===== config.mk =====
export PLATFORM = sky130hd
export DESIGN_NAME = buddy_tree_allocator
export DESIGN_NICKNAME = d
export VERILOG_FILES = /design/src/design/bta_pkg.sv /design/src/design/buddy_tree_allocator.sv /design/src/design/bta_node_ram.sv
export SDC_FILE = /design/constraint.sdc
export NUM_CORES = 2
export LEC_CHECK = 0
export BUFFER_PORTS_ARGS = -buffer_cell sky130_fd_sc_hd__buf_2
export CAP_MARGIN = 20
export CORE_AREA = 3 3 433 435
export CTS_CLUSTER_SIZE = 12
export DETAILED_ROUTE_END_ITERATION = 10
export DIE_AREA = 0 0 436 438
export PLACE_DENSITY = 0.46
export SLEW_MARGIN = 0
export SYNTH_ARGS = -nofsm -noshare
export SYNTH_HDL_FRONTEND = slang
export SYNTH_SLANG_ARGS = --single-unit
export TNS_END_PERCENT = 100

===== constraint.sdc =====
create_clock -name clk -period 31.5 [get_ports clk]
set_input_delay 4.725 -clock clk [delete_from_list [all_inputs] [get_ports clk]]
set_output_delay 4.725 -clock clk [all_outputs]
set_load 0.02 [all_outputs]

===== src/design/bta_pkg.sv =====
// package for the buddy tree allocator: sizes, node codes, opcodes, fsm states
`timescale 1ns / 1ps
`default_nettype none
package bta_pkg;
  localparam int HEAP_LOG2 = 20;
  localparam int MIN_BLOCK_LOG2 = 12;
  localparam int NODE_COUNT = 511;
  localparam int IDX_W = $clog2(NODE_COUNT + 1);
  localparam int LAYER_W = 6;
  localparam logic [IDX_W:0] NODE_LIMIT = (IDX_W + 1)'(NODE_COUNT);

  typedef enum logic [1:0] {
    ST_FREE    = 2'd0,
    ST_USED    = 2'd1,
    ST_SPLIT   = 2'd2,
    ST_INVALID = 2'd3
  } node_t;

  localparam logic [1:0] OP_ALLOC = 2'd0;
  localparam logic [1:0] OP_FREE  = 2'd1;
  localparam logic [1:0] OP_CLEAR = 2'd2;

  typedef enum logic [3:0] {
    S_IDLE, S_SCAN, S_SCAN_CHK, S_SPLIT, S_DESC, S_DESC_CHK,
    S_SIB, S_SIB_CHK, S_CLEAR, S_DONE
  } fsm_t;

  // memory request from the sequencer
  typedef struct packed {
    logic             rd;
    logic [IDX_W-1:0] raddr;
    logic             wr;
    logic [IDX_W-1:0] waddr;
    node_t            wdata;
  } mem_req_t;
endpackage
`default_nettype wire


===== src/design/buddy_tree_allocator.sv =====
// top level: buddy allocator sequencer over the node state memory
// An item takes a variable number of cycles, with at most one node access per cycle.
// Allocate scans the tree nodes layer by layer, from the target layer up to
// the root, over at most all 511 nodes, then writes two nodes per split level
// and one for the used block. Free walks down the tree level by level and
// merges back up while the sibling is free. Clear rewrites every node, one per
// cycle. After reset the same clearing pass runs while no item is accepted.
// One item is worked at a time; the result waits in an output register and
// the input stalls until it is taken.
`timescale 1ns / 1ps
`default_nettype none
module buddy_tree_allocator (
  input  wire logic        clk,
  input  wire logic        rst,
  input  wire logic        cfg_we,
  input  wire logic [31:0] cfg_wdata,
  input  wire logic        in_valid,
  output logic             in_stall,
  input  wire logic [1:0]  opcode,
  input  wire logic [31:0] request_size,
  input  wire logic [31:0] free_address,
  output logic             out_valid,
  input  wire logic        out_stall,
  output logic             status,
  output logic [31:0]      block_address
);
  localparam int IW = bta_pkg::IDX_W;
  localparam int LW = bta_pkg::LAYER_W;

  bta_pkg::fsm_t state, state_next;
  bta_pkg::mem_req_t req;
  bta_pkg::node_t rdata;

  logic [31:0] heap_base;
  logic [IW:0] idx, idx_next;       // current node (wide to reach limit)
  logic [IW:0] lend, lend_next;     // end of scanned layer
  logic [LW-1:0] layer, layer_next; // scanned layer
  logic [LW-1:0] tgt, tgt_next;     // target layer
  logic [32:0] off, off_next;       // free offset remaining
  logic [32:0] bsize, bsize_next;   // current block size
  logic        rst_clr, rst_clr_next;
  logic        res_status, res_status_next;
  logic [31:0] res_addr, res_addr_next;
  logic        out_load;

  bta_node_ram u_ram (.clk(clk), .req(req), .rdata(rdata));

  // size to target layer
  logic [5:0] lg;
  logic [32:0] req_m1;
  logic size_ok;
  always_comb begin
    req_m1 = {1'b0, request_size} - 33'd1;
    lg = 6'd0;
    for (int b = 0; b < 32; b++) begin
      if (req_m1[b]) lg = 6'(b + 1);
    end
    if (lg < 6'(bta_pkg::MIN_BLOCK_LOG2)) lg = 6'(bta_pkg::MIN_BLOCK_LOG2);
    size_ok = (request_size != 32'd0) &&
              ({1'b0, request_size} <= (33'd1 << bta_pkg::HEAP_LOG2)) &&
              (lg <= 6'(bta_pkg::HEAP_LOG2));
  end

  // layer start and end, leaf of split path
  logic [IW:0] lay_start, lay_end;
  logic [40:0] leaf_p1;
  logic [40:0] tgt_first;
  always_comb begin
    lay_start = (IW + 1)'((41'd1 << layer) - 41'd1);
    lay_end = ((41'd1 << (layer + 6'd1)) - 41'd1) > 41'(bta_pkg::NODE_COUNT)
              ? bta_pkg::NODE_LIMIT
              : (IW + 1)'((41'd1 << (layer + 6'd1)) - 41'd1);
    leaf_p1 = (41'(idx) + 41'd1) << (tgt - layer);
    tgt_first = (41'd1 << tgt) - 41'd1;
  end

  logic in_take;
  assign in_take = in_valid && !in_stall;
  assign in_stall = (state != bta_pkg::S_IDLE) || out_valid;
  assign out_load = (state == bta_pkg::S_DONE);

  // sequencer
  always_comb begin
    state_next = state;
    idx_next = idx; lend_next = lend; layer_next = layer; tgt_next = tgt;
    off_next = off; bsize_next = bsize;
    rst_clr_next = rst_clr;
    res_status_next = res_status; res_addr_next = res_addr;
    req = '0;
    req.wdata = bta_pkg::ST_INVALID;
    unique case (state)
      bta_pkg::S_IDLE: begin
        if (in_take) begin
          res_status_next = 1'b1;
          res_addr_next = 32'd0;
          case (opcode)
            bta_pkg::OP_ALLOC: begin
              if (size_ok) begin
                tgt_next = 6'(bta_pkg::HEAP_LOG2) - lg;
                layer_next = 6'(bta_pkg::HEAP_LOG2) - lg;
                state_next = bta_pkg::S_SCAN;
                idx_next = '1;
              end else begin
                state_next = bta_pkg::S_DONE;
              end
            end
            bta_pkg::OP_FREE: begin
              if (free_address >= heap_base && {1'b0, free_address} <
                  {1'b0, heap_base} + (33'd1 << bta_pkg::HEAP_LOG2)) begin
                off_next = {1'b0, free_address} - {1'b0, heap_base};
                bsize_next = 33'd1 << bta_pkg::HEAP_LOG2;
                idx_next = '0;
                state_next = bta_pkg::S_DESC;
              end else begin
                state_next = bta_pkg::S_DONE;
              end
            end
            bta_pkg::OP_CLEAR: begin
              idx_next = '0;
              res_status_next = 1'b0;
              state_next = bta_pkg::S_CLEAR;
            end
            default: state_next = bta_pkg::S_DONE;
          endcase
        end
      end
      bta_pkg::S_SCAN: begin
        // idx all ones marks start of a new layer
        if (idx == '1) begin
          idx_next = lay_start;
          lend_next = lay_end;
        end else if (idx >= lend) begin
          if (layer == '0) begin
            state_next = bta_pkg::S_DONE;
          end else begin
            layer_next = layer - 6'd1;
            idx_next = '1;
          end
        end else begin
          req.rd = 1'b1;
          req.raddr = idx[IW-1:0];
          state_next = bta_pkg::S_SCAN_CHK;
        end
      end
      bta_pkg::S_SCAN_CHK: begin
        if (rdata == bta_pkg::ST_FREE &&
            !(layer < tgt && leaf_p1 >= 41'(bta_pkg::NODE_COUNT))) begin
          // lend[0] now selects the split write, parent first
          lend_next[0] = 1'b0;
          state_next = bta_pkg::S_SPLIT;
        end else begin
          idx_next = idx + 1'b1;
          state_next = bta_pkg::S_SCAN;
        end
      end
      bta_pkg::S_SPLIT: begin
        // one split level per pass: mark split, right child free
        req.wr = 1'b1;
        req.waddr = idx[IW-1:0];
        if (layer == tgt) begin
          req.wdata = bta_pkg::ST_USED;
          res_status_next = 1'b0;
          res_addr_next = heap_base + 32'((41'(idx) - tgt_first)
                          << (6'(bta_pkg::HEAP_LOG2) - tgt));
          state_next = bta_pkg::S_DONE;
        end else if (!lend[0]) begin
          req.wdata = bta_pkg::ST_SPLIT;
          lend_next[0] = 1'b1;
        end else begin
          req.waddr = IW'({idx, 1'b0} + 2'd2);
          req.wdata = bta_pkg::ST_FREE;
          lend_next[0] = 1'b0;
          idx_next = (IW + 1)'({idx, 1'b0} + 2'd1);
          layer_next = layer + 6'd1;
        end
      end
      bta_pkg::S_DESC: begin
        if (idx >= bta_pkg::NODE_LIMIT) begin
          state_next = bta_pkg::S_DONE;
        end else begin
          req.rd = 1'b1;
          req.raddr = idx[IW-1:0];
          state_next = bta_pkg::S_DESC_CHK;
        end
      end
      bta_pkg::S_DESC_CHK: begin
        if (rdata == bta_pkg::ST_SPLIT) begin
          bsize_next = bsize >> 1;
          if (off < (bsize >> 1)) begin
            idx_next = (IW + 1)'({idx, 1'b0} + 2'd1);
          end else begin
            off_next = off - (bsize >> 1);
            idx_next = (IW + 1)'({idx, 1'b0} + 2'd2);
          end
          state_next = bta_pkg::S_DESC;
        end else if (rdata == bta_pkg::ST_USED && off == '0) begin
          req.wr = 1'b1;
          req.waddr = idx[IW-1:0];
          req.wdata = bta_pkg::ST_FREE;
          res_status_next = 1'b0;
          state_next = (idx == '0) ? bta_pkg::S_DONE : bta_pkg::S_SIB;
        end else begin
          state_next = bta_pkg::S_DONE;
        end
      end
      bta_pkg::S_SIB: begin
        // lend holds the sibling index here
        lend_next = idx[0] ? idx + 1'b1 : idx - 1'b1;
        if ((idx[0] ? idx + 1'b1 : idx - 1'b1) >= bta_pkg::NODE_LIMIT) begin
          state_next = bta_pkg::S_DONE;
        end else begin
          req.rd = 1'b1;
          req.raddr = IW'(idx[0] ? idx + 1'b1 : idx - 1'b1);
          state_next = bta_pkg::S_SIB_CHK;
          off_next[0] = 1'b0;
        end
      end
      bta_pkg::S_SIB_CHK: begin
        if (rdata != bta_pkg::ST_FREE && !off[0]) begin
          state_next = bta_pkg::S_DONE;
        end else if (!off[0]) begin
          // writes in order: node invalid, sibling invalid, parent free
          req.wr = 1'b1;
          req.waddr = idx[IW-1:0];
          req.wdata = bta_pkg::ST_INVALID;
          off_next[0] = 1'b1;
        end else if (!off[1]) begin
          req.wr = 1'b1;
          req.waddr = lend[IW-1:0];
          req.wdata = bta_pkg::ST_INVALID;
          off_next[1] = 1'b1;
        end else begin
          req.wr = 1'b1;
          idx_next = (idx - 1'b1) >> 1;
          req.waddr = IW'((idx - 1'b1) >> 1);
          req.wdata = bta_pkg::ST_FREE;
          off_next[1:0] = 2'b00;
          state_next = (((idx - 1'b1) >> 1) == '0) ? bta_pkg::S_DONE
                                                  : bta_pkg::S_SIB;
        end
      end
      bta_pkg::S_CLEAR: begin
        req.wr = 1'b1;
        req.waddr = idx[IW-1:0];
        req.wdata = (idx == '0) ? bta_pkg::ST_FREE : bta_pkg::ST_INVALID;
        idx_next = idx + 1'b1;
        if (idx + 1'b1 >= bta_pkg::NODE_LIMIT) begin
          state_next = rst_clr ? bta_pkg::S_IDLE : bta_pkg::S_DONE;
          rst_clr_next = 1'b0;
        end
      end
      bta_pkg::S_DONE: state_next = bta_pkg::S_IDLE;
      default: state_next = bta_pkg::S_IDLE;
    endcase
  end

  // control registers
  always_ff @(posedge clk) begin
    if (rst) begin
      state <= bta_pkg::S_CLEAR;
      idx <= '0;
      rst_clr <= 1'b1;
      off <= '0;
      lend <= '0;
    end else begin
      state <= state_next;
      idx <= idx_next;
      rst_clr <= rst_clr_next;
      off <= off_next;
      lend <= lend_next;
    end
  end

  // work registers
  always_ff @(posedge clk) begin
    layer <= layer_next;
    tgt <= tgt_next;
    bsize <= bsize_next;
    res_status <= res_status_next;
    res_addr <= res_addr_next;
  end

  // config register
  always_ff @(posedge clk) begin
    if (rst) begin
      heap_base <= '0;
    end else if (cfg_we) begin
      heap_base <= cfg_wdata;
    end
  end

  // output beat register
  always_ff @(posedge clk) begin
    if (rst) begin
      out_valid <= 1'b0;
    end else if (out_load) begin
      out_valid <= 1'b1;
    end else if (!out_stall) begin
      out_valid <= 1'b0;
    end
  end

  always_ff @(posedge clk) begin
    if (out_load) begin
      status <= res_status;
      block_address <= res_addr;
    end
  end

  // assertions
  a_no_take_busy: assert property (@(posedge clk) disable iff (rst)
    (state != bta_pkg::S_IDLE) |-> in_stall)
    else $error("input taken while busy");
  a_done_once: assert property (@(posedge clk) disable iff (rst)
    (state == bta_pkg::S_DONE) |=> (state == bta_pkg::S_IDLE))
    else $error("done not single cycle");
  a_err_zero: assert property (@(posedge clk) disable iff (rst)
    (out_valid && status) |-> (block_address == 32'd0))
    else $error("error beat carries an address");
  a_no_rdwr: assert property (@(posedge clk) disable iff (rst)
    !(req.rd && req.wr))
    else $error("read and write in one cycle");
endmodule
`default_nettype wire


===== src/design/bta_node_ram.sv =====
// node state memory, one read and one write port, registered read
`timescale 1ns / 1ps
`default_nettype none
module bta_node_ram (
  input  wire logic              clk,
  input  wire bta_pkg::mem_req_t req,
  output bta_pkg::node_t         rdata
);
  bta_pkg::node_t mem [bta_pkg::NODE_COUNT];

  // write port
  always_ff @(posedge clk) begin
    if (req.wr) begin
      mem[req.waddr] <= req.wdata;
    end
  end

  // read port, registered output
  always_ff @(posedge clk) begin
    if (req.rd) begin
      rdata <= mem[req.raddr];
    end
  end
endmodule
`default_nettype wire


==> Word level (Yosys, flattened, before mapping) <==
Memories as Yosys holds them, arrays and structs flattened. A register that Yosys moved wholly into a read port is not among the register bits.
Cells that the tools add are included.
{ "classes": {"eq_ne": 47, "add_sub_neg": 19, "magnitude_cmp": 13, "mux": 134, "reduce_logical": 44, "shifts": 5} }
{ "op_table": {"columns": ["operator", "count"], "rows": [
  ["$mux W33", 9],
  ["$mux W10", 21],
  ["$mux W6", 34],
  ["$shl A1 B6 Y41 const A", 2],
  ["$sub A41 B1 Y41 const B", 2],
  ["$mux W4", 18],
  ["$pmux W10 S7", 1],
  ["$pmux W33 S2", 1],
  ["$mux W32", 2],
  ["$pmux W32 S2", 1],
  ["$pmux W31 S2", 1],
  ["$pmux W10 S3", 2],
  ["$pmux W12 S4", 1],
  ["$ne A2 B2 Y1 const B", 21],
  ["$ge A41 B9 Y1 const B", 1],
  ["$gt A41 B9 Y1 const B", 1],
  ["$shl A11 B6 Y41", 1],
  ["$shl A41 B6 Y32", 1],
  ["$sub A10 B41 Y41", 1],
  ["$mux W12", 3],
  ["$pmux W4 S9", 1],
  ["$add A32 B21 Y33 const B", 1],
  ["$logic_not A33 Y1", 1],
  ["$lt A32 B33 Y1", 1],
  ["63 further kinds", 134]
]} }
{ "word_totals": {"ram_bits": 1022, "elab_cells": 280, "register_bits": 202, "in_bits": 103, "out_inout_bits": 35, "memories": 1} }
{ "memory_table": {"columns": ["memory", "depth", "width", "rd", "rd_clocked_by_memory_dff", "write_ports", "line_no", "text"], "rows": [
  ["u_ram.mem", 511, 2, 1, 1, 1, "bta_node_ram.sv:9", "bta_pkg::node_t mem [bta_pkg::NODE_COUNT];"]
]} }

==> Longest topological paths before layout <==
{ "depth": {"word_depth": 41, "ltp_mapped": 33, "ltp_nobuf": 31} }

==> By module <==
A second synthesis with hierarchy kept.
{ "hier_totals": {"cells_unflattened": 5190, "area_unflattened_um2": 63144.3} }
{ "modules_own_cells": {"columns": ["mod", "area_each_um2", "cells_per_inst", "seq_area_each_um2", "instances"], "rows": [
  ["bta_node_ram", 41832.6, 2401, 30749.5, 1],
  ["buddy_tree_allocator", 21311.7, 2789, 4764.6, 1]
]} }

==> Worst setup path after synthesis <==
OpenSTA, ideal clock, no wires.
{ "synth_timing": {"kind": "flip-flop to flip-flop", "startpoint": "register tgt[0]", "endpoint": "memory u_ram.mem[0][1] (netlist name) (data pin)", "setup_slack_ns": 4.984, "path_stages_with_launch": 12, "arrival_ns": 22.356, "synth_period_minus_slack_ns": 26.516, "required_time_ns": 27.340, "path_buffers": 5, "setup_time_ns": 4.160, "cell_sequence": "edfxtp_1 > inv_1 > clkbuf_1 > buf_1 > clkbuf_1 > ha_1 > clkbuf_1 > clkbuf_1 > nand4_1 > nor3_1 > nand2b_1 > o21ai_0"} }
{ "synth_lines": {"columns": ["element", "line_no", "text"], "rows": [
  ["from (decl)", "buddy_tree_allocator.sv:38", "logic [LW-1:0] tgt, tgt_next;"],
  ["from (signal assigned)", "buddy_tree_allocator.sv:277", "tgt <= tgt_next;"],
  ["to (decl)", "bta_node_ram.sv:9", null]
]} }

==> Worst setup path after layout <==
{ "layout_timing": {"startpoint": "input port request_size[0]", "endpoint": "register layer[4], enable pin"} }
{ "layout_between": {"elab_chain_cells": 39, "elab_cells_between_ends": 42, "classes_between": "add/sub (1); order compare (3); eq/ne (1); mux (33); reduce/logical (4)"} }
{ "layout_lines": {"columns": ["element", "line_no", "text"], "rows": [
  ["from (decl)", "buddy_tree_allocator.sv:20", "input wire logic [31:0] request_size,"],
  ["$sub A32 B1 Y32", "buddy_tree_allocator.sv:53", "req_m1 = {1'b0, request_size} - 33'd1;"],
  ["$mux W1", "buddy_tree_allocator.sv:56", "if (req_m1[b]) lg = 6'(b + 1);"],
  ["$mux W2 (2 in a row)", "buddy_tree_allocator.sv:56", null],
  ["$mux W3 (4 in a row)", "buddy_tree_allocator.sv:56", null],
  ["$mux W6 (25 in a row)", "buddy_tree_allocator.sv:56", null],
  ["$lt A6 B4 Y1", "buddy_tree_allocator.sv:58", "if (lg < 6'(bta_pkg::MIN_BLOCK_LOG2)) lg = 6'(bta_pkg::MIN_BLOCK_LOG2);"],
  ["$mux W6", "buddy_tree_allocator.sv:58", null],
  ["$le A6 B5 Y1", "buddy_tree_allocator.sv:61", "(lg <= 6'(bta_pkg::HEAP_LOG2));"],
  ["$logic_and A1 B1 Y1 (*)", "buddy_tree_allocator.sv:60", "({1'b0, request_size} <= (33'd1 << bta_pkg::HEAP_LOG2)) &&"],
  ["$ne A2 B2 Y1 (no source line) (*)", null, null],
  ["$reduce_and A9 Y1 (no source line) (*)", null, null],
  ["to (signal assigned)", "buddy_tree_allocator.sv:276", "layer <= layer_next;"],
  ["to (decl)", "buddy_tree_allocator.sv:37", "logic [LW-1:0] layer, layer_next;"]
]} }
Every way passes the cells marked *; elsewhere a longest branch is shown, timed or not.
A chain may end at the register's enable or synchronous reset.

==> flow_metrics.py <==
metrics = {
    "run_status": {
        "status": "complete, no violations",
    },
    "drt": {
        "drtIter0Drc": 4318,
        "ant_nets": 0,
        "wl_per_cell_um": 25.1,
        "via_per_inst": 5.71,
        "wl_um": 214000,
        "num_vias": 48600,
        "drc": 0,
        "dr.pass1.iters": 6,
    },
    "grt": {
        "overflow": 0,
        "grt_pass1_wl_um": 317000,
        "grt_antenna_before_repair": 4,
        "grt_use_total_pct": 21.8,
        "grt_start_max_net_pins": 224,
        "first_global_vias": 48000,
    },
    "timing": {
        "setup_tns_ns": 0,
        "whs_ns": 0.418,
        "slew_violations": 0,
        "rsz0062_at_grt": "false",
        "setup_viol": 0,
        "max_freq_ghz": 0.107,
        "worstMarginPinSlew_ns": 1.16,
        "fin_crit_ns": 9.35,
        "skew_ns": 0.0364,
        "slew_headroom_pct": 23.0,
        "fin_crit_sh_pct": 29.7,
        "hold_violations": 0,
        "setup_ws_ns": 22.15,
    },
    "cells_and_area": {
        "stdcell_count": 8509,
        "multi_input_area_mm2": 0.0266,
        "syn_to_final_growth_pct": 11.7,
        "seq_area_mm2": 0.0355,
        "final_layout_size_suffix_gt1_share_pct": 10.4,
        "fin_util_pct": 39.1,
        "nNetsFinal": 6207,
        "fill_cells": 18100,
    },
    "placement": {
        "place_ws_ns": 21.17,
        "dp_cells": 8260,
        "gp_congestion": 0.882,
        "portBuffers": 137,
        "dp_hpwl_um": 131000,
    },
    "synthesis": {
        "synthMostInstantiatedCell": "edfxtp_1",
        "yosysWarnings": 0,
        "syn_inst": 5973,
        "synth_fp_nets": 6239,
        "synth_seq_cells": 1213,
        "yosysSeqAreaShare_pct": 55.3,
        "ys.flop_type": "edfxtp_1",
        "syn_area_mm2": 0.0642,
        "synth_area_leaders": "edfxtp_1 (52%), nor2_1 (5.2%), a211oi_1 (3.7%)",
        "yosysUniqueCellTypes": 104,
        "synth_edf_count": 1122,
        "synthArstFlopShare_pct": 0,
        "synth_area_leader_cell": "edfxtp_1",
        "synth_top_area_share_pct": 52.5,
        "yosys-top-cells-count": "edfxtp_1 (1122), nor2_1 (884), nand2_1 (545), a211oi_1 (320), clkbuf_1 (318)",
        "avgSynthCellArea_um2": 10.7,
    },
    "worst_setup_path": {
        "reg2reg_setup_slack_ns": 23.10,
        "cp_data_required_time_ns": 31.97,
        "crit_path_start_kind": "primary input",
        "crit_path_start": "request_size[0]",
        "cp.arrival_ns": 9.82,
        "crit_fanout": 17,
        "end_kind": "flop",
        "critical_path_class": "primary input to flop",
        "r2r_start": "tgt[0]",
    },
    "floorplan": {
        "core_mm2": 0.183,
        "placementRows": 157,
        "die_w_um": 436,
        "ios": 138,
        "die_h_um": 438,
        "dieArea_mm2": 0.191,
        "initial_core_util_pct": 35.0,
    },
    "clock_tree": {
        "ctsRootBufferMaster": "clkbuf_16",
        "cts_resized": 0,
        "clk_latency_ns": 0.79,
        "cts_tree": "done",
        "htreeDepth": 4,
        "clkTransAtPathRegs_ns": 0.06,
        "cts_inserted_buffers": 140,
        "hold_buffers": 0,
        "clock-sinks": 1213,
        "clock_path_buffers": 3,
        "postCtsSetupRepairBufs": 0,
    },
    "job": {
        "cap_violations": 0,
    },
    "hold_path": {
        "hold_path.class": "flop to flop",
        "min-delay-start": "res_addr[17]",
    },
    "power": {
        "leakagePower_nw": 24.8,
        "powerDensity_mw_per_mm2": 68.4,
        "ir_worst_vdd_v": 0.0000688,
    },
}
## report_power, final
part	total, mW	internal, mW	switching [mW]
Clock	1.57	0.885	0.683
Sequential	1.99	1.96	0.0328
Combinational	1.35	0.376	0.974
Total	4.91	3.22	1.69
## path summary, 6_finish.rpt
| kind | endpoint | depth (start not counted) |
|---|---|---|
| worst min-delay path | block_address[17] | 0 |
| worst min register to register | block_address[17] | 0 |
| worst max-delay path | layer[4] | 18 |
| worst max register to register | res_addr[29] | 28 |
## sequential cells by signal (all words and copies together), names as in the netlist
register,cells
layer,6
u_ram.rdata,2
idx,10
bsize,20
u_ram.mem,1022
out_valid,1
res_addr,32
rst_clr,1
block_address,32
heap_base,32
tgt,6
res_status,1
status,1
state,4
lend,10
off,33
## cell families after synthesis
group	count (synthesis)	share of synthesized area, %
XOR/XNOR	143	1.95
AO/OA/AOI/OAI	1446	15.4
multiplexers	170	3.96
adder cells (fa/ha/maj)	163	3.24
buffers and inverters	562	3.61
flip-flops	1213	55.3
AND/OR/NAND/NOR	2276	16.5
## critical path, stage by stage
cell	delay [ns]
buf_2	0.14
inv_1	0.08
ha_1	0.29
nor2b_1	0.43
nand4_2	0.52
o41a_1	0.52
a211oi_2	0.20
a31oi_1	0.12
or3b_2	0.51
nor2_1	0.15
a21bo_2	0.14
nand2b_1	0.14
ha_1	0.21
o211ai_2	0.13
or4_1	0.48
and2_4	0.23
nor4_1	0.53
clkbuf_2	0.26
## metrics by stage
step / power (mW) / instance area, um^2
after global routing: 5.13 / 71700
after floorplan: 3.01 / 64200
final: 4.91 / 71700
after detailed placement: 3.36 / 67300
after global placement: 3.37 / 67300
after CTS: 4.94 / 71700
## cells in the final DEF (no fill, tap or decap), types with 128 or more instances in the layout
cell,count
edfxtp_1,1122
ha_1,158
nand2_1,527
a21oi_1,220
nor2_1,879
inv_1,128
nand3_1,129
buf_2,138
o21ai_0,259
clkbuf_16,144
and3_1,291
a211oi_1,319
## area by class of cell
class	instances	area share [%]
Inverter	136	0.712
Sequential cell	1213	49.5
Timing Repair Buffer	252	2.29
Multi-Input combinational cell	4198	37.1
Antenna cell	3	0.0105
Clock buffer	181	5.22
Clock inverter	62	0.860
Tap cell	2464	4.30
## layer usage
layer	vias up	wire length, um	part of all wire (%)	global-route usage (%)
met3	281	10800	5.0	2.82
met2	1352	103000	48	36.8
met5	-	0	0	0
met4	0	5050	2.4	5.67
li1	22500	-	-	-
met1	24400	94700	44	29.6
Power figures use the tool's default switching activity.
